[config.mk]
export PLATFORM = sky130hd
export DESIGN_NAME = des_block_encrypt
export DESIGN_NICKNAME = d
export VERILOG_FILES = /design/src/des_pkg.sv /design/src/des_round.sv /design/src/des_block_encrypt.sv
export SDC_FILE = /design/constraint.sdc
export NUM_CORES = 1
export LEC_CHECK = 0
export BUFFER_PORTS_ARGS = -buffer_cell sky130_fd_sc_hd__buf_2
export CAP_MARGIN = 20
export CORE_MARGIN = 2
export CORE_UTILIZATION = 59
export CTS_CLUSTER_DIAMETER = 100
export DETAILED_ROUTE_END_ITERATION = 6
export PLACE_DENSITY = 0.82
export SETUP_SLACK_MARGIN = 0.15
export SYNTH_ARGS = -nofsm -noshare
export SYNTH_HDL_FRONTEND = slang
export SYNTH_HIERARCHICAL = 1
export SYNTH_SLANG_ARGS = --single-unit
[constraint.sdc]
create_clock -name clk -period 8.65 [get_ports clk]
set_clock_uncertainty 0.05 [all_clocks]
set_input_delay 0.4325 -clock clk [delete_from_list [all_inputs] [get_ports clk]]
set_output_delay 0.4325 -clock clk [all_outputs]
set_load 0.02 [all_outputs]
[src/des_pkg.sv]
`default_nettype none
// ----------------------------------------------------------------------------
// des_pkg
// Shared types, permutation tables, S-boxes and permutation functions for the
// DES block encryptor. Table entries use DES numbering: 1 is the MSB.
// ----------------------------------------------------------------------------
package des_pkg;

  typedef enum logic [1:0] {
    ST_IDLE,
    ST_ROUND,
    ST_OUT
  } state_t;

  // configuration register indexes
  localparam logic REG_DES_KEY      = 1'b0;
  localparam logic REG_REPEAT_COUNT = 1'b1;

  localparam int NUM_ROUNDS = 16;

  typedef struct packed {
    logic [3:0] idx;   // round within the pass
    logic       last;  // last round of the pass: halves swap
  } round_ctl_t;

  // 1 = rotate by two, 0 = rotate by one; index is the round number
  localparam logic [NUM_ROUNDS-1:0] ROT_TWO = 16'b0111_1110_1111_1100;

  localparam logic [6:0] IP_TAB [64] = '{
    7'd58, 7'd50, 7'd42, 7'd34, 7'd26, 7'd18, 7'd10, 7'd2,
    7'd60, 7'd52, 7'd44, 7'd36, 7'd28, 7'd20, 7'd12, 7'd4,
    7'd62, 7'd54, 7'd46, 7'd38, 7'd30, 7'd22, 7'd14, 7'd6,
    7'd64, 7'd56, 7'd48, 7'd40, 7'd32, 7'd24, 7'd16, 7'd8,
    7'd57, 7'd49, 7'd41, 7'd33, 7'd25, 7'd17, 7'd9,  7'd1,
    7'd59, 7'd51, 7'd43, 7'd35, 7'd27, 7'd19, 7'd11, 7'd3,
    7'd61, 7'd53, 7'd45, 7'd37, 7'd29, 7'd21, 7'd13, 7'd5,
    7'd63, 7'd55, 7'd47, 7'd39, 7'd31, 7'd23, 7'd15, 7'd7
  };

  localparam logic [6:0] FP_TAB [64] = '{
    7'd40, 7'd8,  7'd48, 7'd16, 7'd56, 7'd24, 7'd64, 7'd32,
    7'd39, 7'd7,  7'd47, 7'd15, 7'd55, 7'd23, 7'd63, 7'd31,
    7'd38, 7'd6,  7'd46, 7'd14, 7'd54, 7'd22, 7'd62, 7'd30,
    7'd37, 7'd5,  7'd45, 7'd13, 7'd53, 7'd21, 7'd61, 7'd29,
    7'd36, 7'd4,  7'd44, 7'd12, 7'd52, 7'd20, 7'd60, 7'd28,
    7'd35, 7'd3,  7'd43, 7'd11, 7'd51, 7'd19, 7'd59, 7'd27,
    7'd34, 7'd2,  7'd42, 7'd10, 7'd50, 7'd18, 7'd58, 7'd26,
    7'd33, 7'd1,  7'd41, 7'd9,  7'd49, 7'd17, 7'd57, 7'd25
  };

  localparam logic [6:0] PC1_TAB [56] = '{
    7'd57, 7'd49, 7'd41, 7'd33, 7'd25, 7'd17, 7'd9,  7'd1,
    7'd58, 7'd50, 7'd42, 7'd34, 7'd26, 7'd18, 7'd10, 7'd2,
    7'd59, 7'd51, 7'd43, 7'd35, 7'd27, 7'd19, 7'd11, 7'd3,
    7'd60, 7'd52, 7'd44, 7'd36, 7'd63, 7'd55, 7'd47, 7'd39,
    7'd31, 7'd23, 7'd15, 7'd7,  7'd62, 7'd54, 7'd46, 7'd38,
    7'd30, 7'd22, 7'd14, 7'd6,  7'd61, 7'd53, 7'd45, 7'd37,
    7'd29, 7'd21, 7'd13, 7'd5,  7'd28, 7'd20, 7'd12, 7'd4
  };

  localparam logic [5:0] PC2_TAB [48] = '{
    6'd14, 6'd17, 6'd11, 6'd24, 6'd1,  6'd5,  6'd3,  6'd28,
    6'd15, 6'd6,  6'd21, 6'd10, 6'd23, 6'd19, 6'd12, 6'd4,
    6'd26, 6'd8,  6'd16, 6'd7,  6'd27, 6'd20, 6'd13, 6'd2,
    6'd41, 6'd52, 6'd31, 6'd37, 6'd47, 6'd55, 6'd30, 6'd40,
    6'd51, 6'd45, 6'd33, 6'd48, 6'd44, 6'd49, 6'd39, 6'd56,
    6'd34, 6'd53, 6'd46, 6'd42, 6'd50, 6'd36, 6'd29, 6'd32
  };

  localparam logic [5:0] E_TAB [48] = '{
    6'd32, 6'd1,  6'd2,  6'd3,  6'd4,  6'd5,  6'd4,  6'd5,
    6'd6,  6'd7,  6'd8,  6'd9,  6'd8,  6'd9,  6'd10, 6'd11,
    6'd12, 6'd13, 6'd12, 6'd13, 6'd14, 6'd15, 6'd16, 6'd17,
    6'd16, 6'd17, 6'd18, 6'd19, 6'd20, 6'd21, 6'd20, 6'd21,
    6'd22, 6'd23, 6'd24, 6'd25, 6'd24, 6'd25, 6'd26, 6'd27,
    6'd28, 6'd29, 6'd28, 6'd29, 6'd30, 6'd31, 6'd32, 6'd1
  };

  localparam logic [5:0] P_TAB [32] = '{
    6'd16, 6'd7,  6'd20, 6'd21, 6'd29, 6'd12, 6'd28, 6'd17,
    6'd1,  6'd15, 6'd23, 6'd26, 6'd5,  6'd18, 6'd31, 6'd10,
    6'd2,  6'd8,  6'd24, 6'd14, 6'd32, 6'd27, 6'd3,  6'd9,
    6'd19, 6'd13, 6'd30, 6'd6,  6'd22, 6'd11, 6'd4,  6'd25
  };

  localparam logic [3:0] SBOX [8][64] = '{
    '{4'd14, 4'd4, 4'd13, 4'd1, 4'd2, 4'd15, 4'd11, 4'd8,
      4'd3, 4'd10, 4'd6, 4'd12, 4'd5, 4'd9, 4'd0, 4'd7,
      4'd0, 4'd15, 4'd7, 4'd4, 4'd14, 4'd2, 4'd13, 4'd1,
      4'd10, 4'd6, 4'd12, 4'd11, 4'd9, 4'd5, 4'd3, 4'd8,
      4'd4, 4'd1, 4'd14, 4'd8, 4'd13, 4'd6, 4'd2, 4'd11,
      4'd15, 4'd12, 4'd9, 4'd7, 4'd3, 4'd10, 4'd5, 4'd0,
      4'd15, 4'd12, 4'd8, 4'd2, 4'd4, 4'd9, 4'd1, 4'd7,
      4'd5, 4'd11, 4'd3, 4'd14, 4'd10, 4'd0, 4'd6, 4'd13},
    '{4'd15, 4'd1, 4'd8, 4'd14, 4'd6, 4'd11, 4'd3, 4'd4,
      4'd9, 4'd7, 4'd2, 4'd13, 4'd12, 4'd0, 4'd5, 4'd10,
      4'd3, 4'd13, 4'd4, 4'd7, 4'd15, 4'd2, 4'd8, 4'd14,
      4'd12, 4'd0, 4'd1, 4'd10, 4'd6, 4'd9, 4'd11, 4'd5,
      4'd0, 4'd14, 4'd7, 4'd11, 4'd10, 4'd4, 4'd13, 4'd1,
      4'd5, 4'd8, 4'd12, 4'd6, 4'd9, 4'd3, 4'd2, 4'd15,
      4'd13, 4'd8, 4'd10, 4'd1, 4'd3, 4'd15, 4'd4, 4'd2,
      4'd11, 4'd6, 4'd7, 4'd12, 4'd0, 4'd5, 4'd14, 4'd9},
    '{4'd10, 4'd0, 4'd9, 4'd14, 4'd6, 4'd3, 4'd15, 4'd5,
      4'd1, 4'd13, 4'd12, 4'd7, 4'd11, 4'd4, 4'd2, 4'd8,
      4'd13, 4'd7, 4'd0, 4'd9, 4'd3, 4'd4, 4'd6, 4'd10,
      4'd2, 4'd8, 4'd5, 4'd14, 4'd12, 4'd11, 4'd15, 4'd1,
      4'd13, 4'd6, 4'd4, 4'd9, 4'd8, 4'd15, 4'd3, 4'd0,
      4'd11, 4'd1, 4'd2, 4'd12, 4'd5, 4'd10, 4'd14, 4'd7,
      4'd1, 4'd10, 4'd13, 4'd0, 4'd6, 4'd9, 4'd8, 4'd7,
      4'd4, 4'd15, 4'd14, 4'd3, 4'd11, 4'd5, 4'd2, 4'd12},
    '{4'd7, 4'd13, 4'd14, 4'd3, 4'd0, 4'd6, 4'd9, 4'd10,
      4'd1, 4'd2, 4'd8, 4'd5, 4'd11, 4'd12, 4'd4, 4'd15,
      4'd13, 4'd8, 4'd11, 4'd5, 4'd6, 4'd15, 4'd0, 4'd3,
      4'd4, 4'd7, 4'd2, 4'd12, 4'd1, 4'd10, 4'd14, 4'd9,
      4'd10, 4'd6, 4'd9, 4'd0, 4'd12, 4'd11, 4'd7, 4'd13,
      4'd15, 4'd1, 4'd3, 4'd14, 4'd5, 4'd2, 4'd8, 4'd4,
      4'd3, 4'd15, 4'd0, 4'd6, 4'd10, 4'd1, 4'd13, 4'd8,
      4'd9, 4'd4, 4'd5, 4'd11, 4'd12, 4'd7, 4'd2, 4'd14},
    '{4'd2, 4'd12, 4'd4, 4'd1, 4'd7, 4'd10, 4'd11, 4'd6,
      4'd8, 4'd5, 4'd3, 4'd15, 4'd13, 4'd0, 4'd14, 4'd9,
      4'd14, 4'd11, 4'd2, 4'd12, 4'd4, 4'd7, 4'd13, 4'd1,
      4'd5, 4'd0, 4'd15, 4'd10, 4'd3, 4'd9, 4'd8, 4'd6,
      4'd4, 4'd2, 4'd1, 4'd11, 4'd10, 4'd13, 4'd7, 4'd8,
      4'd15, 4'd9, 4'd12, 4'd5, 4'd6, 4'd3, 4'd0, 4'd14,
      4'd11, 4'd8, 4'd12, 4'd7, 4'd1, 4'd14, 4'd2, 4'd13,
      4'd6, 4'd15, 4'd0, 4'd9, 4'd10, 4'd4, 4'd5, 4'd3},
    '{4'd12, 4'd1, 4'd10, 4'd15, 4'd9, 4'd2, 4'd6, 4'd8,
      4'd0, 4'd13, 4'd3, 4'd4, 4'd14, 4'd7, 4'd5, 4'd11,
      4'd10, 4'd15, 4'd4, 4'd2, 4'd7, 4'd12, 4'd9, 4'd5,
      4'd6, 4'd1, 4'd13, 4'd14, 4'd0, 4'd11, 4'd3, 4'd8,
      4'd9, 4'd14, 4'd15, 4'd5, 4'd2, 4'd8, 4'd12, 4'd3,
      4'd7, 4'd0, 4'd4, 4'd10, 4'd1, 4'd13, 4'd11, 4'd6,
      4'd4, 4'd3, 4'd2, 4'd12, 4'd9, 4'd5, 4'd15, 4'd10,
      4'd11, 4'd14, 4'd1, 4'd7, 4'd6, 4'd0, 4'd8, 4'd13},
    '{4'd4, 4'd11, 4'd2, 4'd14, 4'd15, 4'd0, 4'd8, 4'd13,
      4'd3, 4'd12, 4'd9, 4'd7, 4'd5, 4'd10, 4'd6, 4'd1,
      4'd13, 4'd0, 4'd11, 4'd7, 4'd4, 4'd9, 4'd1, 4'd10,
      4'd14, 4'd3, 4'd5, 4'd12, 4'd2, 4'd15, 4'd8, 4'd6,
      4'd1, 4'd4, 4'd11, 4'd13, 4'd12, 4'd3, 4'd7, 4'd14,
      4'd10, 4'd15, 4'd6, 4'd8, 4'd0, 4'd5, 4'd9, 4'd2,
      4'd6, 4'd11, 4'd13, 4'd8, 4'd1, 4'd4, 4'd10, 4'd7,
      4'd9, 4'd5, 4'd0, 4'd15, 4'd14, 4'd2, 4'd3, 4'd12},
    '{4'd13, 4'd2, 4'd8, 4'd4, 4'd6, 4'd15, 4'd11, 4'd1,
      4'd10, 4'd9, 4'd3, 4'd14, 4'd5, 4'd0, 4'd12, 4'd7,
      4'd1, 4'd15, 4'd13, 4'd8, 4'd10, 4'd3, 4'd7, 4'd4,
      4'd12, 4'd5, 4'd6, 4'd11, 4'd0, 4'd14, 4'd9, 4'd2,
      4'd7, 4'd11, 4'd4, 4'd1, 4'd9, 4'd12, 4'd14, 4'd2,
      4'd0, 4'd6, 4'd10, 4'd13, 4'd15, 4'd3, 4'd5, 4'd8,
      4'd2, 4'd1, 4'd14, 4'd7, 4'd4, 4'd10, 4'd8, 4'd13,
      4'd15, 4'd12, 4'd9, 4'd0, 4'd3, 4'd5, 4'd6, 4'd11}
  };

  function automatic logic [63:0] ip_perm(input logic [63:0] x);
    logic [63:0] y;
    y = '0;
    for (int i = 0; i < 64; i++) begin
      y[63-i] = x[6'(7'd64 - IP_TAB[i])];
    end
    return y;
  endfunction

  function automatic logic [63:0] fp_perm(input logic [63:0] x);
    logic [63:0] y;
    y = '0;
    for (int i = 0; i < 64; i++) begin
      y[63-i] = x[6'(7'd64 - FP_TAB[i])];
    end
    return y;
  endfunction

  function automatic logic [55:0] pc1_perm(input logic [63:0] x);
    logic [55:0] y;
    y = '0;
    for (int i = 0; i < 56; i++) begin
      y[55-i] = x[6'(7'd64 - PC1_TAB[i])];
    end
    return y;
  endfunction

  function automatic logic [47:0] pc2_perm(input logic [55:0] x);
    logic [47:0] y;
    y = '0;
    for (int i = 0; i < 48; i++) begin
      y[47-i] = x[6'd56 - PC2_TAB[i]];
    end
    return y;
  endfunction

  function automatic logic [47:0] e_perm(input logic [31:0] x);
    logic [47:0] y;
    y = '0;
    for (int i = 0; i < 48; i++) begin
      y[47-i] = x[5'(6'd32 - E_TAB[i])];
    end
    return y;
  endfunction

  function automatic logic [31:0] p_perm(input logic [31:0] x);
    logic [31:0] y;
    y = '0;
    for (int i = 0; i < 32; i++) begin
      y[31-i] = x[5'(6'd32 - P_TAB[i])];
    end
    return y;
  endfunction

  // row from the outer bits, column from the inner four
  function automatic logic [31:0] sbox_sub(input logic [47:0] x);
    logic [31:0] y;
    logic [5:0]  six;
    y = '0;
    for (int b = 0; b < 8; b++) begin
      six = x[47-6*b -: 6];
      y[31-4*b -: 4] = SBOX[b][{six[5], six[0], six[4:1]}];
    end
    return y;
  endfunction

endpackage
`default_nettype wire

[src/des_round.sv]
`default_nettype none
// ----------------------------------------------------------------------------
// des_round
// One DES round: advances the C/D key halves, derives the subkey through PC-2
// and applies the Feistel function to the block halves.
// ----------------------------------------------------------------------------
module des_round (
  input  wire logic [31:0]        l,
  input  wire logic [31:0]        r,
  input  wire logic [27:0]        c,
  input  wire logic [27:0]        d,
  input  wire des_pkg::round_ctl_t ctl,
  output logic      [31:0]        l_next,
  output logic      [31:0]        r_next,
  output logic      [27:0]        c_next,
  output logic      [27:0]        d_next
);

  logic [47:0] subkey;
  logic [31:0] f_out;
  logic [31:0] mixed;

  always_comb begin
    if (des_pkg::ROT_TWO[ctl.idx]) begin
      c_next = {c[25:0], c[27:26]};
      d_next = {d[25:0], d[27:26]};
    end else begin
      c_next = {c[26:0], c[27]};
      d_next = {d[26:0], d[27]};
    end
  end

  assign subkey = des_pkg::pc2_perm({c_next, d_next});
  assign f_out  = des_pkg::p_perm(des_pkg::sbox_sub(des_pkg::e_perm(r) ^ subkey));
  assign mixed  = l ^ f_out;

  // the pass ends with the half swap, folded into its last round
  always_comb begin
    if (ctl.last) begin
      l_next = mixed;
      r_next = r;
    end else begin
      l_next = r;
      r_next = mixed;
    end
  end

endmodule
`default_nettype wire

[src/des_block_encrypt.sv]
`default_nettype none
// ----------------------------------------------------------------------------
// des_block_encrypt
// DES encryption of one 64-bit block with a configurable number of 16-round
// passes between the initial and final permutations.
// ----------------------------------------------------------------------------
// One block at a time through a single round unit, one round per clock. A
// block is taken in the cycle it is accepted, then runs repeat_count passes
// through the round unit, then holds its result until taken; the block is
// ready again the cycle after that. The key is kept as its PC-1 halves;
// they rotate a full 28 positions over each pass and so need no reload
// between passes or blocks.
module des_block_encrypt (
  input  wire logic        clk,
  input  wire logic        rst,
  input  wire logic        cfg_write,
  input  wire logic        cfg_index,
  input  wire logic [63:0] cfg_data,
  input  wire logic        plaintext_valid,
  output logic             plaintext_stall,
  input  wire logic [63:0] plaintext_block,
  output logic             ciphertext_valid,
  input  wire logic        ciphertext_stall,
  output logic      [63:0] ciphertext_block
);

  des_pkg::state_t state, state_next;

  logic [15:0] repeat_count, repeat_count_next;
  logic [27:0] key_c, key_c_next;
  logic [27:0] key_d, key_d_next;
  logic [31:0] blk_l, blk_l_next;
  logic [31:0] blk_r, blk_r_next;
  logic [3:0]  rnd, rnd_next;
  logic [15:0] passes_left, passes_left_next;

  logic [63:0] blk_ip;
  logic [55:0] key_pc1;

  des_pkg::round_ctl_t ctl;
  logic [31:0] unit_l, unit_r;
  logic [27:0] unit_c, unit_d;

  assign blk_ip  = des_pkg::ip_perm(plaintext_block);
  assign key_pc1 = des_pkg::pc1_perm(cfg_data);

  assign ctl = '{idx: rnd, last: (rnd == 4'd15)};

  des_round u_round (
    .l      (blk_l),
    .r      (blk_r),
    .c      (key_c),
    .d      (key_d),
    .ctl    (ctl),
    .l_next (unit_l),
    .r_next (unit_r),
    .c_next (unit_c),
    .d_next (unit_d)
  );

  assign plaintext_stall  = (state != des_pkg::ST_IDLE);
  assign ciphertext_valid = (state == des_pkg::ST_OUT);
  assign ciphertext_block = des_pkg::fp_perm({blk_l, blk_r});

  always_comb begin
    state_next        = state;
    repeat_count_next = repeat_count;
    key_c_next        = key_c;
    key_d_next        = key_d;
    blk_l_next        = blk_l;
    blk_r_next        = blk_r;
    rnd_next          = rnd;
    passes_left_next  = passes_left;

    case (state)
      des_pkg::ST_IDLE: begin
        if (plaintext_valid) begin
          blk_l_next       = blk_ip[63:32];
          blk_r_next       = blk_ip[31:0];
          rnd_next         = 4'd0;
          passes_left_next = repeat_count;
          // zero passes: FP undoes IP, so the block goes straight to ST_OUT
          state_next = (repeat_count == 16'd0) ? des_pkg::ST_OUT : des_pkg::ST_ROUND;
        end
      end
      des_pkg::ST_ROUND: begin
        blk_l_next = unit_l;
        blk_r_next = unit_r;
        key_c_next = unit_c;
        key_d_next = unit_d;
        rnd_next   = rnd + 4'd1;
        if (ctl.last) begin
          passes_left_next = passes_left - 16'd1;
          if (passes_left == 16'd1) begin
            state_next = des_pkg::ST_OUT;
          end
        end
      end
      des_pkg::ST_OUT: begin
        if (!ciphertext_stall) begin
          state_next = des_pkg::ST_IDLE;
        end
      end
      default: begin
        state_next = des_pkg::ST_IDLE;
      end
    endcase

    if (cfg_write) begin
      case (cfg_index)
        des_pkg::REG_DES_KEY: begin
          key_c_next = key_pc1[55:28];
          key_d_next = key_pc1[27:0];
        end
        des_pkg::REG_REPEAT_COUNT: begin
          repeat_count_next = cfg_data[15:0];
        end
        default: begin
        end
      endcase
    end
  end

  always_ff @(posedge clk) begin
    if (rst) begin
      state        <= des_pkg::ST_IDLE;
      repeat_count <= 16'd1;
      key_c        <= '0;
      key_d        <= '0;
      rnd          <= '0;
      passes_left  <= '0;
    end else begin
      state        <= state_next;
      repeat_count <= repeat_count_next;
      key_c        <= key_c_next;
      key_d        <= key_d_next;
      rnd          <= rnd_next;
      passes_left  <= passes_left_next;
    end
  end

  always_ff @(posedge clk) begin
    blk_l <= blk_l_next;
    blk_r <= blk_r_next;
  end

`ifndef SYNTHESIS
  a_busy_while_output: assert property (@(posedge clk) disable iff (rst)
    ciphertext_valid |-> plaintext_stall)
    else $error("input ready while a result is pending");

  a_zero_pass_direct: assert property (@(posedge clk) disable iff (rst)
    (plaintext_valid && !plaintext_stall && repeat_count == 16'd0) |=> ciphertext_valid)
    else $error("zero-pass block did not go straight to output");

  a_round_advance: assert property (@(posedge clk) disable iff (rst)
    (state == des_pkg::ST_ROUND && rnd != 4'd15) |=>
      (state == des_pkg::ST_ROUND && rnd == $past(rnd) + 4'd1))
    else $error("round sequencer skipped or left early");

  a_single_result: assert property (@(posedge clk) disable iff (rst)
    (ciphertext_valid && !ciphertext_stall) |=> !ciphertext_valid)
    else $error("result delivered twice");
`endif

endmodule
`default_nettype wire
== Word-level counts from Yosys, hierarchy flattened ==
Memory sizes are Yosys's and may differ from the RTL's. A register that Yosys moved wholly into a read port is not among the register bits.
Cells that the tools add are included.

* Flip-flop bits (word level): 158
* ROM bits: 2064
* Input bits: 134
* Output and inout port bits: 66
* Logic and storage cells: 100
* Memories: 9

* Add/sub/neg operators: 2
* Order comparisons: 9
* Equal/unequal tests: 9
* Muxes and demuxes: 44
* Bitwise logic cells: 10
* Reductions and logical operators: 9

{| class="wikitable"
|+ Memories
! memory !! depth !! width !! rd ports !! clocked after Yosys merged registers in !! write ports !! RTL line !! text
|-
| (no name shown) || 64 || 4 || 1 || 0 || 0 || des_pkg.sv:214 || <nowiki>y[31-4*b -: 4] = SBOX[b][{six[5], six[0], six[4:1]}];</nowiki>
|-
| (no name shown) || 64 || 4 || 1 || 0 || 0 || des_pkg.sv:214 ||
|-
| (no name shown) || 64 || 4 || 1 || 0 || 0 || des_pkg.sv:214 ||
|-
| (no name shown) || 64 || 4 || 1 || 0 || 0 || des_pkg.sv:214 ||
|-
| (no name shown) || 64 || 4 || 1 || 0 || 0 || des_pkg.sv:214 ||
|-
| (no name shown) || 64 || 4 || 1 || 0 || 0 || des_pkg.sv:214 ||
|-
| +3 memories || n/a || n/a || n/a || n/a || n/a || n/a ||
|}

{| class="wikitable"
|+ Operator list
! kind !! count
|-
| $mux W28 || 8
|-
| $mux W32 || 4
|-
| $pmux W32 S2 || 2
|-
| $mux W4 || 19
|-
| $ge A7 B7 Y1 const B || 8
|-
| $not A6 Y7 || 8
|-
| $xor A48 B48 Y48 || 1
|-
| $mux W16 || 2
|-
| $pmux W16 S2 || 1
|-
| $xor A32 B32 Y32 || 1
|-
| $eq A16 B1 Y1 const B || 1
|-
| $logic_not A16 Y1 || 1
|-
| $sub A16 B1 Y16 const B || 1
|-
| $mux W2 || 5
|-
| $ne A2 B2 Y1 const B || 5
|-
| $pmux W4 S2 || 1
|-
| $pmux W2 S3 || 1
|-
| $reduce_and A3 Y1 || 2
|-
| $lt A4 B5 Y1 const B || 1
|-
| $add A4 B1 Y4 const B || 1
|-
| $eq A4 B4 Y1 const B || 1
|-
| $reduce_and A2 Y1 || 2
|-
| $reduce_and A4 Y1 || 1
|-
| $reduce_bool A2 Y1 || 2
|-
| 4 further kinds || 4
|}

== Depth between registers and ports, before layout ==
Gate-level depths: netlist (run 1).

* Depth in word-level cells: 11
* Depth in mapped cells: 19
* Mapped depth without buffers: 17

== Modules after synthesis ==
The synthesis (run 1) kept the hierarchy.

{| class="wikitable"
|+ By module, submodules not included
! module !! instances !! cells an instance !! area an instance (µm²) !! sequential area each (µm²)
|-
| des_round || 1 || 1224 || 8465.6 || 0.0
|-
| des_block_encrypt || 1 || 846 || 7068.0 || 3803.6
|}

== Worst setup path before layout (run 1) ==
No wires, ideal clock.

* Path type: register to register
* Start point: reg rnd[3] (netlist name)
* End point: reg blk_r[0] (data pin)
* Library setup time: 0.253 ns
* Arrival: 3.558 ns
* Data required time: 8.347 ns
* Slack: 4.789 ns
* Stages on the path, launching flop included: 19
* Buffers on the path: 4
* Clock period less this slack: 3.861 ns
* Cell sequence: dfxtp_1 a211o_1 buf_4 buf_6 buf_2 nand3_1 and3_1 or2_0 clkbuf_1 inv_1 ha_1 o32a_1 o21a_1 o311a_1 a311o_1 xor2_1 mux2i_1 nand2_1 nand2_1

{| class="wikitable"
|+ RTL lines
! item !! RTL line !! text
|-
| to (signal assigned) || des_block_encrypt.sv:144 || <nowiki>blk_r <= blk_r_next;</nowiki>
|-
| to (decl) || des_block_encrypt.sv:33 || <nowiki>logic [31:0] blk_r, blk_r_next;</nowiki>
|}

== Worst setup path in the final report (run 1) ==
* Start point: reg rnd[3]
* End point: reg blk_l[20] (data pin)

* Cells in the longest elaborated chain, start to end: 3

{| class="wikitable"
|+ RTL lines
! item !! RTL line !! text
|-
| from (decl) || des_block_encrypt.sv:34 || <nowiki>logic [3:0] rnd, rnd_next;</nowiki>
|-
| from (signal assigned) || des_block_encrypt.sv:137 || <nowiki>rnd <= rnd_next;</nowiki>
|-
| $eq A4 B4 Y1 || des_block_encrypt.sv:47 || <nowiki>assign ctl = '{idx: rnd, last: (rnd == 4'd15)};</nowiki>
|-
| $mux W32 || des_round.sv:39 || <nowiki>if (ctl.last) begin</nowiki>
|-
| named net unit_l[20] || des_block_encrypt.sv:41 || <nowiki>logic [31:0] unit_l, unit_r;</nowiki>
|-
| $pmux W32 S2 || des_block_encrypt.sv:75 || <nowiki>case (state)</nowiki>
|-
| named net blk_l_next[20] || des_block_encrypt.sv:32 || <nowiki>logic [31:0] blk_l, blk_l_next;</nowiki>
|-
| to (signal assigned) || des_block_encrypt.sv:143 || <nowiki>blk_l <= blk_l_next;</nowiki>
|-
| to (decl) || des_block_encrypt.sv:32 ||
|}

The timed path passes the listed nets, and every way through them passes these cells.
A chain may end at the register's enable or synchronous reset.

==> flow_metrics.tcl, run 1 <==
set metrics [dict create \
    netSwitchingFraction_pct 48.3 \
    p_per_area_nw_per_um2 266 \
    cp_data_arrival_time_ns 5.76 \
    synthArstFlopShare_pct 0 \
    required_ns 8.80 \
    r2r-start "rnd[3]" \
    synth-main-ff-cell "dfxtp_1" \
    synth_cells 2070 \
    syn_area_per_cell_um2 7.50 \
    drc_errors 0 \
    clock-root-buffer "clkbuf_16" \
    core_um2 26000 \
    hold_viol_final 0 \
    pwr-share-comb_pct 59.0 \
    crit_start "rnd[3]" \
    drtIter0Drc 2302 \
    vias_per_cell 6.59 \
    post_cts_resized 0 \
    p_int_mw 2.34 \
    cts_setup_buffers 0 \
    seq_power_share_pct 23.4 \
    layout-drive-gt1-share_pct 16.3 \
    synth_edf_count 64 \
    die_height_um 166 \
    final_area_um2 17000 \
    rsz0062_at_grt "no" \
    cts.sinks 158 \
    area_growth_pct 9.51 \
    hp-start "cfg_data[0]" \
    fin_ws_ns 3.05 \
    multi_input_area_um2 10800 \
    fin_nets 2348 \
    io_pins 200 \
    finalSetupTns_ns 0 \
    clock_latency_ns 0.44 \
    cp-start-kind "register" \
    grt_usage_pct 35.9 \
    cts_hold_buf 0 \
    num_rows 59 \
    outcome "finished clean" \
    timing.fmax_mhz 179 \
    worstSetupPathType "register to register" \
    synth_fp_nets 2269 \
    route.vias.total 16500 \
    crit_fanout 47 \
    synthDistinctLibCells 101 \
    nFillCells 2245 \
    drv_slew 0 \
    cts_buffers 17 \
    max_cap_viol_count 0 \
    period_share_pct 64.7 \
    start_util_pct 59.8 \
    p_leak_nw 7.12 \
    clk_pin_slew_worst_paths_ns 0.08 \
    die_w_um 166 \
    final_cells 2498 \
    wl_mm 51.6 \
    grt_pass1_wl_mm 81.3 \
    worstMarginPinSlew_ns 1.12 \
    clk_path_buf_depth 2 \
    period_needed_ns 5.60 \
    portBuffers 193 \
    grt_max_degree 100 \
    power_frac_clock_pct 17.6 \
    die_area_um2 27600 \
    ys_warn_count 6 \
    ys_ff_latch 158 \
    dpl.cell_count 2465 \
    mappedNetlistArea_um2 15500 \
    cts_tree "built" \
    grt_pass1_vias 15100 \
    placed_cell_area_um2 16400 \
    htree_num_levels 4 \
    slew-limit-headroom_pct 24.8 \
    regArea_um2 3800 \
    drtAntennaViolNets 0 \
    critPathCaptureType "register" \
    p_switching_mw 2.19 \
    avgRoutedWirePerCell_um 20.6 \
    finalWeightedCongestion 0.982 \
    overflow 0 \
    hp-class "input pin to register" \
    yosysSeqAreaShare_pct 24.5 \
    post-place-ws_ns 3.20 \
    dp_hpwl_mm 36.8 \
    finalSetupViolations 0 \
    final_core_util_pct 65.5 \
    antenna_found_initial 2 \
    drt_pass1_iterations 6 \
    irDropWorstVdd_mv 0.124 \
]
[cell usage after synthesis, drive strengths merged (9+ instances only)]
master | instances | area [µm²]
inv | 78 | 293
a221oi | 9 | 78.8
nor2b | 27 | 169
a21o | 17 | 129
a21boi | 11 | 86.3
nor3 | 37 | 195
o22ai | 18 | 113
o32ai | 9 | 78.8
buf | 55 | 305
mux4 | 11 | 248
a31oi | 17 | 106
nand4 | 9 | 56.3
or2 | 13 | 81.3
a22oi | 19 | 143
nand3b | 11 | 82.6
or3 | 9 | 56.3
a311oi | 61 | 534
nand3 | 66 | 335
mux2 | 49 | 552
edfxtp | 64 | 1920
a2111oi | 11 | 96.3
nor2 | 152 | 573
and3 | 21 | 131
clkbuf | 93 | 349
nand2b | 36 | 225
xnor2 | 49 | 452
o211ai | 39 | 293
o21ai | 74 | 378
nand2 | 443 | 1680
a211oi | 41 | 325
nor4 | 15 | 93.8
dfxtp | 94 | 1880
ha | 65 | 813
mux2i | 62 | 628
a211o | 11 | 96.3
and2 | 24 | 150
o221ai | 12 | 105
xor2 | 19 | 166
a21oi | 110 | 558
[area by class of cell]
cell class	instances	area share, %
clock buffer	20	2.94
multi-input combinational	1684	63.5
inverter	80	1.77
clock inverter	12	0.633
antenna	1	0.0147
tap	335	2.46
timing repair buffer	208	6.34
sequential	158	22.4
[registers in the layout, summed over array words and instances, names as in the netlist]
| signal | count |
|---|---|
| blk_l | 32 |
| blk_r | 32 |
| key_c | 28 |
| key_d | 28 |
| passes_left | 16 |
| repeat_count | 16 |
| rnd | 4 |
| state | 2 |
[through the flow]
step | hold WS (ns) | power (mW)
after global placement | 0.409 | 3.61
after detailed placement | 0.426 | 3.66
final | 0.175 | 4.53
after global routing | 0.182 | 4.81
after CTS | 0.174 | 4.47
after floorplan | 0.394 | 2.99
[path summary, 6_finish.rpt]
kind,end,slack (ns),depth (start not counted)
hold / removal,repeat_count[0],0.17,3
setup / recovery,blk_l[20],3.05,15
hold reg to reg,repeat_count[15],0.44,2
setup reg to reg,blk_l[20],3.05,15
[cells by family (layout without fill, tap and decap cells)]
kind of cell	after synthesis	count (layout)	share of synthesized area (%)
AO/OA/AOI/OAI	548	548	25.3
buffers and inverters	228	320	6.15
adder cells (fa/ha/maj)	66	66	5.30
multiplexers	122	122	9.19
flip-flops	158	158	24.5
AND/OR/NAND/NOR	880	880	25.6
other	0	1	0
XOR/XNOR	68	68	3.98
[power by group through the flow]
stage | clock, mW | combinational [mW] | sequential [mW]
2_1_floorplan | 0 | 1.91 | 1.09
3_3_place_gp | 0 | 2.54 | 1.06
3_5_place_dp | 0 | 2.59 | 1.07
4_1_cts | 0.804 | 2.61 | 1.05
5_1_grt | 0.836 | 2.90 | 1.07
6_report | 0.799 | 2.67 | 1.06
[cells in the final DEF (no fill, tap or decap), types with 28 or more instances in the layout]
cell / synthesis / routed
mux2_2: 49 / 49
a311oi_1: 61 / 61
nand2_1: 439 / 439
dfxtp_1: 94 / 94
buf_2: 31 / 193
nor2_1: 151 / 151
a211oi_1: 39 / 39
xnor2_1: 46 / 46
inv_1: 69 / 67
o211ai_1: 39 / 39
mux2i_1: 60 / 60
a21oi_1: 108 / 108
o21ai_0: 44 / 44
o21ai_1: 28 / 28
nand2b_1: 36 / 34
edfxtp_1: 64 / 64
nor3_1: 35 / 35
ha_1: 65 / 65
nand3_1: 65 / 65
[metal layers]
metal | up-vias | routed length, µm | global-route usage, %
li1 | 7689 | - | -
met1 | 7727 | 21800 | 49.9
met2 | 915 | 22200 | 53.5
met3 | 130 | 5390 | 8.10
met4 | 2 | 2180 | 15.6
met5 | - | 13 | 0
[critical path, stage by stage (launching register included)]
cell and delay, ns:
dfxtp_1 0.51, a211o_1 0.18, buf_4 0.47, nand2_4 0.46, mux2i_1 0.43, xor2_1 0.73, inv_1 0.23, ha_1 0.60
a21boi_1 0.36, nor3_1 0.09, a2111o_1 0.44, o2111a_1 0.25, xnor2_1 0.26, a21oi_1 0.10, nand2_1 0.09, nand2_1 0.05
Note: power is estimated with default switching activity, not from simulation.
==> run 2, diff against run 1 <==
- ABC_AREA: not set -> 1
- CORE_UTILIZATION: 59 -> 54
- PLACE_DENSITY: 0.82 -> 0.79
- clock period: 8.65 -> 4.7 ns (I/O delays scaled with it)
==> run 2 against run 1 <==
The flow now finishes with violations (design-rule violations). Via count rose by 11%. Core utilization fell by 3.7 points. Setup slack lost 2.3 ns. Sequential power grew to 2.6 times the previous value. Largest power group unchanged.
==> flow_metrics.tcl, run 2 <==
set metrics [dict create \
    seq_power_share_pct 20.1 \
    start_util_pct 54.9 \
    slew-limit-headroom_pct 36.6 \
    clock-root-buffer "clkbuf_16" \
    final_cell_mix "nand2_1, nand3_1, inv_1" \
    multi_input_area_um2 9970 \
    route.vias.total 18200 \
    ys_warn_count 6 \
    yosys-top-cells-area "nand2_1, nand3_1, edfxtp_1" \
    p_switching_mw 8.06 \
    yosysMostFrequentCell "nand2_1" \
    grt_pass1_vias 16600 \
    synth_common_cells "nand2_1, nand3_1, inv_1, dfxtp_1, ha_1" \
    cts_tree "built" \
    core_um2 27900 \
    cts_hold_buf 36 \
    r2r-end "blk_l[18]" \
    num_rows 61 \
    drc_errors 7 \
    fin_nets 2998 \
    period_needed_ns 3.96 \
    p_int_mw 5.79 \
    wl_mm 52.9 \
    finalSetupTns_ns 0 \
    mappedNetlistArea_um2 15300 \
    hold-path-endpoint "key_c[14]" \
    worstPathCellList "nand3_2, nand2_4, buf_4, nand2_1, nand2_1, nand2_1, nand2_1, ha_1, inv_1, nand2_1, nand3_1, nand3_1, nand2_1, nand2_1, nand3_1, nand2_1, nand2_1, nand2_1, nand2_1, nand2_1" \
    top_regs "blk_l (32), blk_r (32)" \
    layout-drive-gt1-share_pct 10.4 \
    grt_usage_pct 35.7 \
    synthDistinctLibCells 34 \
    reg2reg_depth 20 \
    die_w_um 172 \
    dp_hpwl_mm 38.3 \
    antenna_found_initial 1 \
    power_frac_clock_pct 10.6 \
    crit_fanout 50 \
    drtAntennaViolNets 0 \
    critPathBufInv 2 \
    r2r_setup_slack_ns 0.74 \
    critPathCaptureType "register" \
    synth_fp_nets 2850 \
    post_cts_resized 0 \
    netSwitchingFraction_pct 58.2 \
    regArea_um2 3800 \
    synth-main-ff-cell "dfxtp_1" \
    r2r-start "rnd[0]" \
    drtIter0Drc 1893 \
    cp_data_arrival_time_ns 4.11 \
    worstSetupPathType "register to register" \
    overflow 0 \
    netlist.top_cell.by_area "nand2_1" \
    rsz0062_at_grt "no" \
    drt_pass1_iterations 7 \
    cts_buffers 17 \
    hold_viol_final 0 \
    p_leak_nw 9.33 \
    outcome "finished with violations" \
    die_area_um2 29700 \
    timing.fmax_mhz 252 \
    grt_max_degree 90 \
    yosysSeqAreaShare_pct 24.8 \
    clk_path_buf_depth 2 \
    crit_top_cell "nand2_1" \
    critPathTopFamily "simple AND/OR/NAND/NOR gates" \
    cp-start-kind "register" \
    hp-class "input pin to register" \
    finalSetupViolations 0 \
    clock_latency_ns 0.45 \
    io_pins 200 \
    htree_num_levels 4 \
    grt_pass1_wl_mm 83.7 \
    synth_top_area_share_pct 29.7 \
    synth_edf_count 64 \
    area_growth_pct 12.4 \
    period_share_pct 84.4 \
    synthArstFlopShare_pct 0 \
    max_cap_viol_count 0 \
    portBuffers 193 \
    p_per_area_nw_per_um2 805 \
    pwr-share-comb_pct 69.3 \
    cts.sinks 158 \
    nFillCells 2741 \
    cts_setup_buffers 0 \
    irDropWorstVdd_mv 0.451 \
    hp-start "cfg_data[46]" \
    hold_ws_ns 0.00310 \
    drv_slew 0 \
    clk_pin_slew_worst_paths_ns 0.08 \
    die_height_um 172 \
    final_common_cell "nand2_1" \
    required_ns 4.84 \
    syn_area_per_cell_um2 5.77 \
    worstMarginPinSlew_ns 0.951 \
    synth_cells 2651 \
    violations "design-rule violations" \
    ys_ff_latch 158 \
    finalWeightedCongestion 0.961 \
    vias_per_cell 5.72 \
    whs_path_depth 3 \
    avgRoutedWirePerCell_um 16.6 \
    cp_slowest_cell "nand3_2" \
    crit_path_max_incr_delay_ns 0.47 \
]
[run 2: cell types whose count changed after synthesis, moves of 61 or more]
| cell | change |
|---|---|
| inv_1 | +170 |
| nand2_1 | +774 |
| clkbuf_1 | -62 |
| nand3_1 | +487 |
| a21oi_1 | -72 |
| nor2_1 | -90 |
| a311oi_1 | -61 |
[run 2: power groups by stage]
stage	logic, mW	clock network [mW]	registers [mW]
floorplan	6.94	0	2.83
global placement	9.19	0	2.77
detailed placement	9.34	0	2.78
CTS	9.41	1.47	2.76
global route	10.9	1.52	2.84
finish	9.60	1.47	2.78
[run 2: final cells by class]
class | instances | share of cell area, %
Clock buffer | 18 | 2.49
Multi-Input combinational cell | 2128 | 57.9
Antenna cell | 1 | 0.0145
Tap cell | 378 | 2.75
Sequential cell | 158 | 22.1
Clock inverter | 13 | 0.887
Inverter | 252 | 5.52
Timing Repair Buffer | 242 | 8.28
[run 2: worst min-delay path: stages]
cell	delay [ns]
buf_2	0.09
o211ai_1	0.09
inv_1	0.05
[run 2: worst max-delay path by stage]
stage | start | to | cells after the start
after global routing | rnd[0] | blk_l[18] | 20
after detailed placement | rnd[0] | blk_l[18] | 20
after global placement | rnd[0] | blk_l[18] | 20
final | rnd[0] | blk_l[18] | 20
after CTS | rnd[0] | blk_l[18] | 20
after floorplan | rnd[0] | blk_l[18] | 22
[run 2: stage by stage]
| stage | setup WS, ns | utilization [%] | cells | area, µm² | power (mW) |
|---|---|---|---|---|---|
| 3_3_place_gp | 0.942 | 58.4 | 3122 | 16300 | 12.0 |
| 5_1_grt | 0.386 | 61.7 | 3189 | 17200 | 15.3 |
| 6_report | 0.736 | 61.8 | 3190 | 17200 | 13.8 |
| 2_1_floorplan | 1.90 | - | 2651 | 15300 | 9.78 |
| 4_1_cts | 0.859 | 61.7 | 3189 | 17200 | 13.6 |
| 3_5_place_dp | 0.884 | 58.4 | 3122 | 16300 | 12.1 |
[run 2: cells by family after synthesis]
group | Yosys count | synth area share, %
adder cells (fa/ha/maj) | 65 | 5.31
AO/OA/AOI/OAI | 176 | 7.21
AND/OR/NAND/NOR | 1874 | 51.5
flip-flops | 158 | 24.8
buffers and inverters | 365 | 10.1
XOR/XNOR | 13 | 1.04
[run 2: routing by layer]
layer | wire length [µm] | track usage, % | up-vias
li1 | - | - | 8856
met1 | 21200 | 45.5 | 8238
met2 | 24200 | 57.9 | 961
met3 | 4580 | 5.31 | 180
met4 | 2960 | 20.0 | 0
met5 | 0 | 0 | -
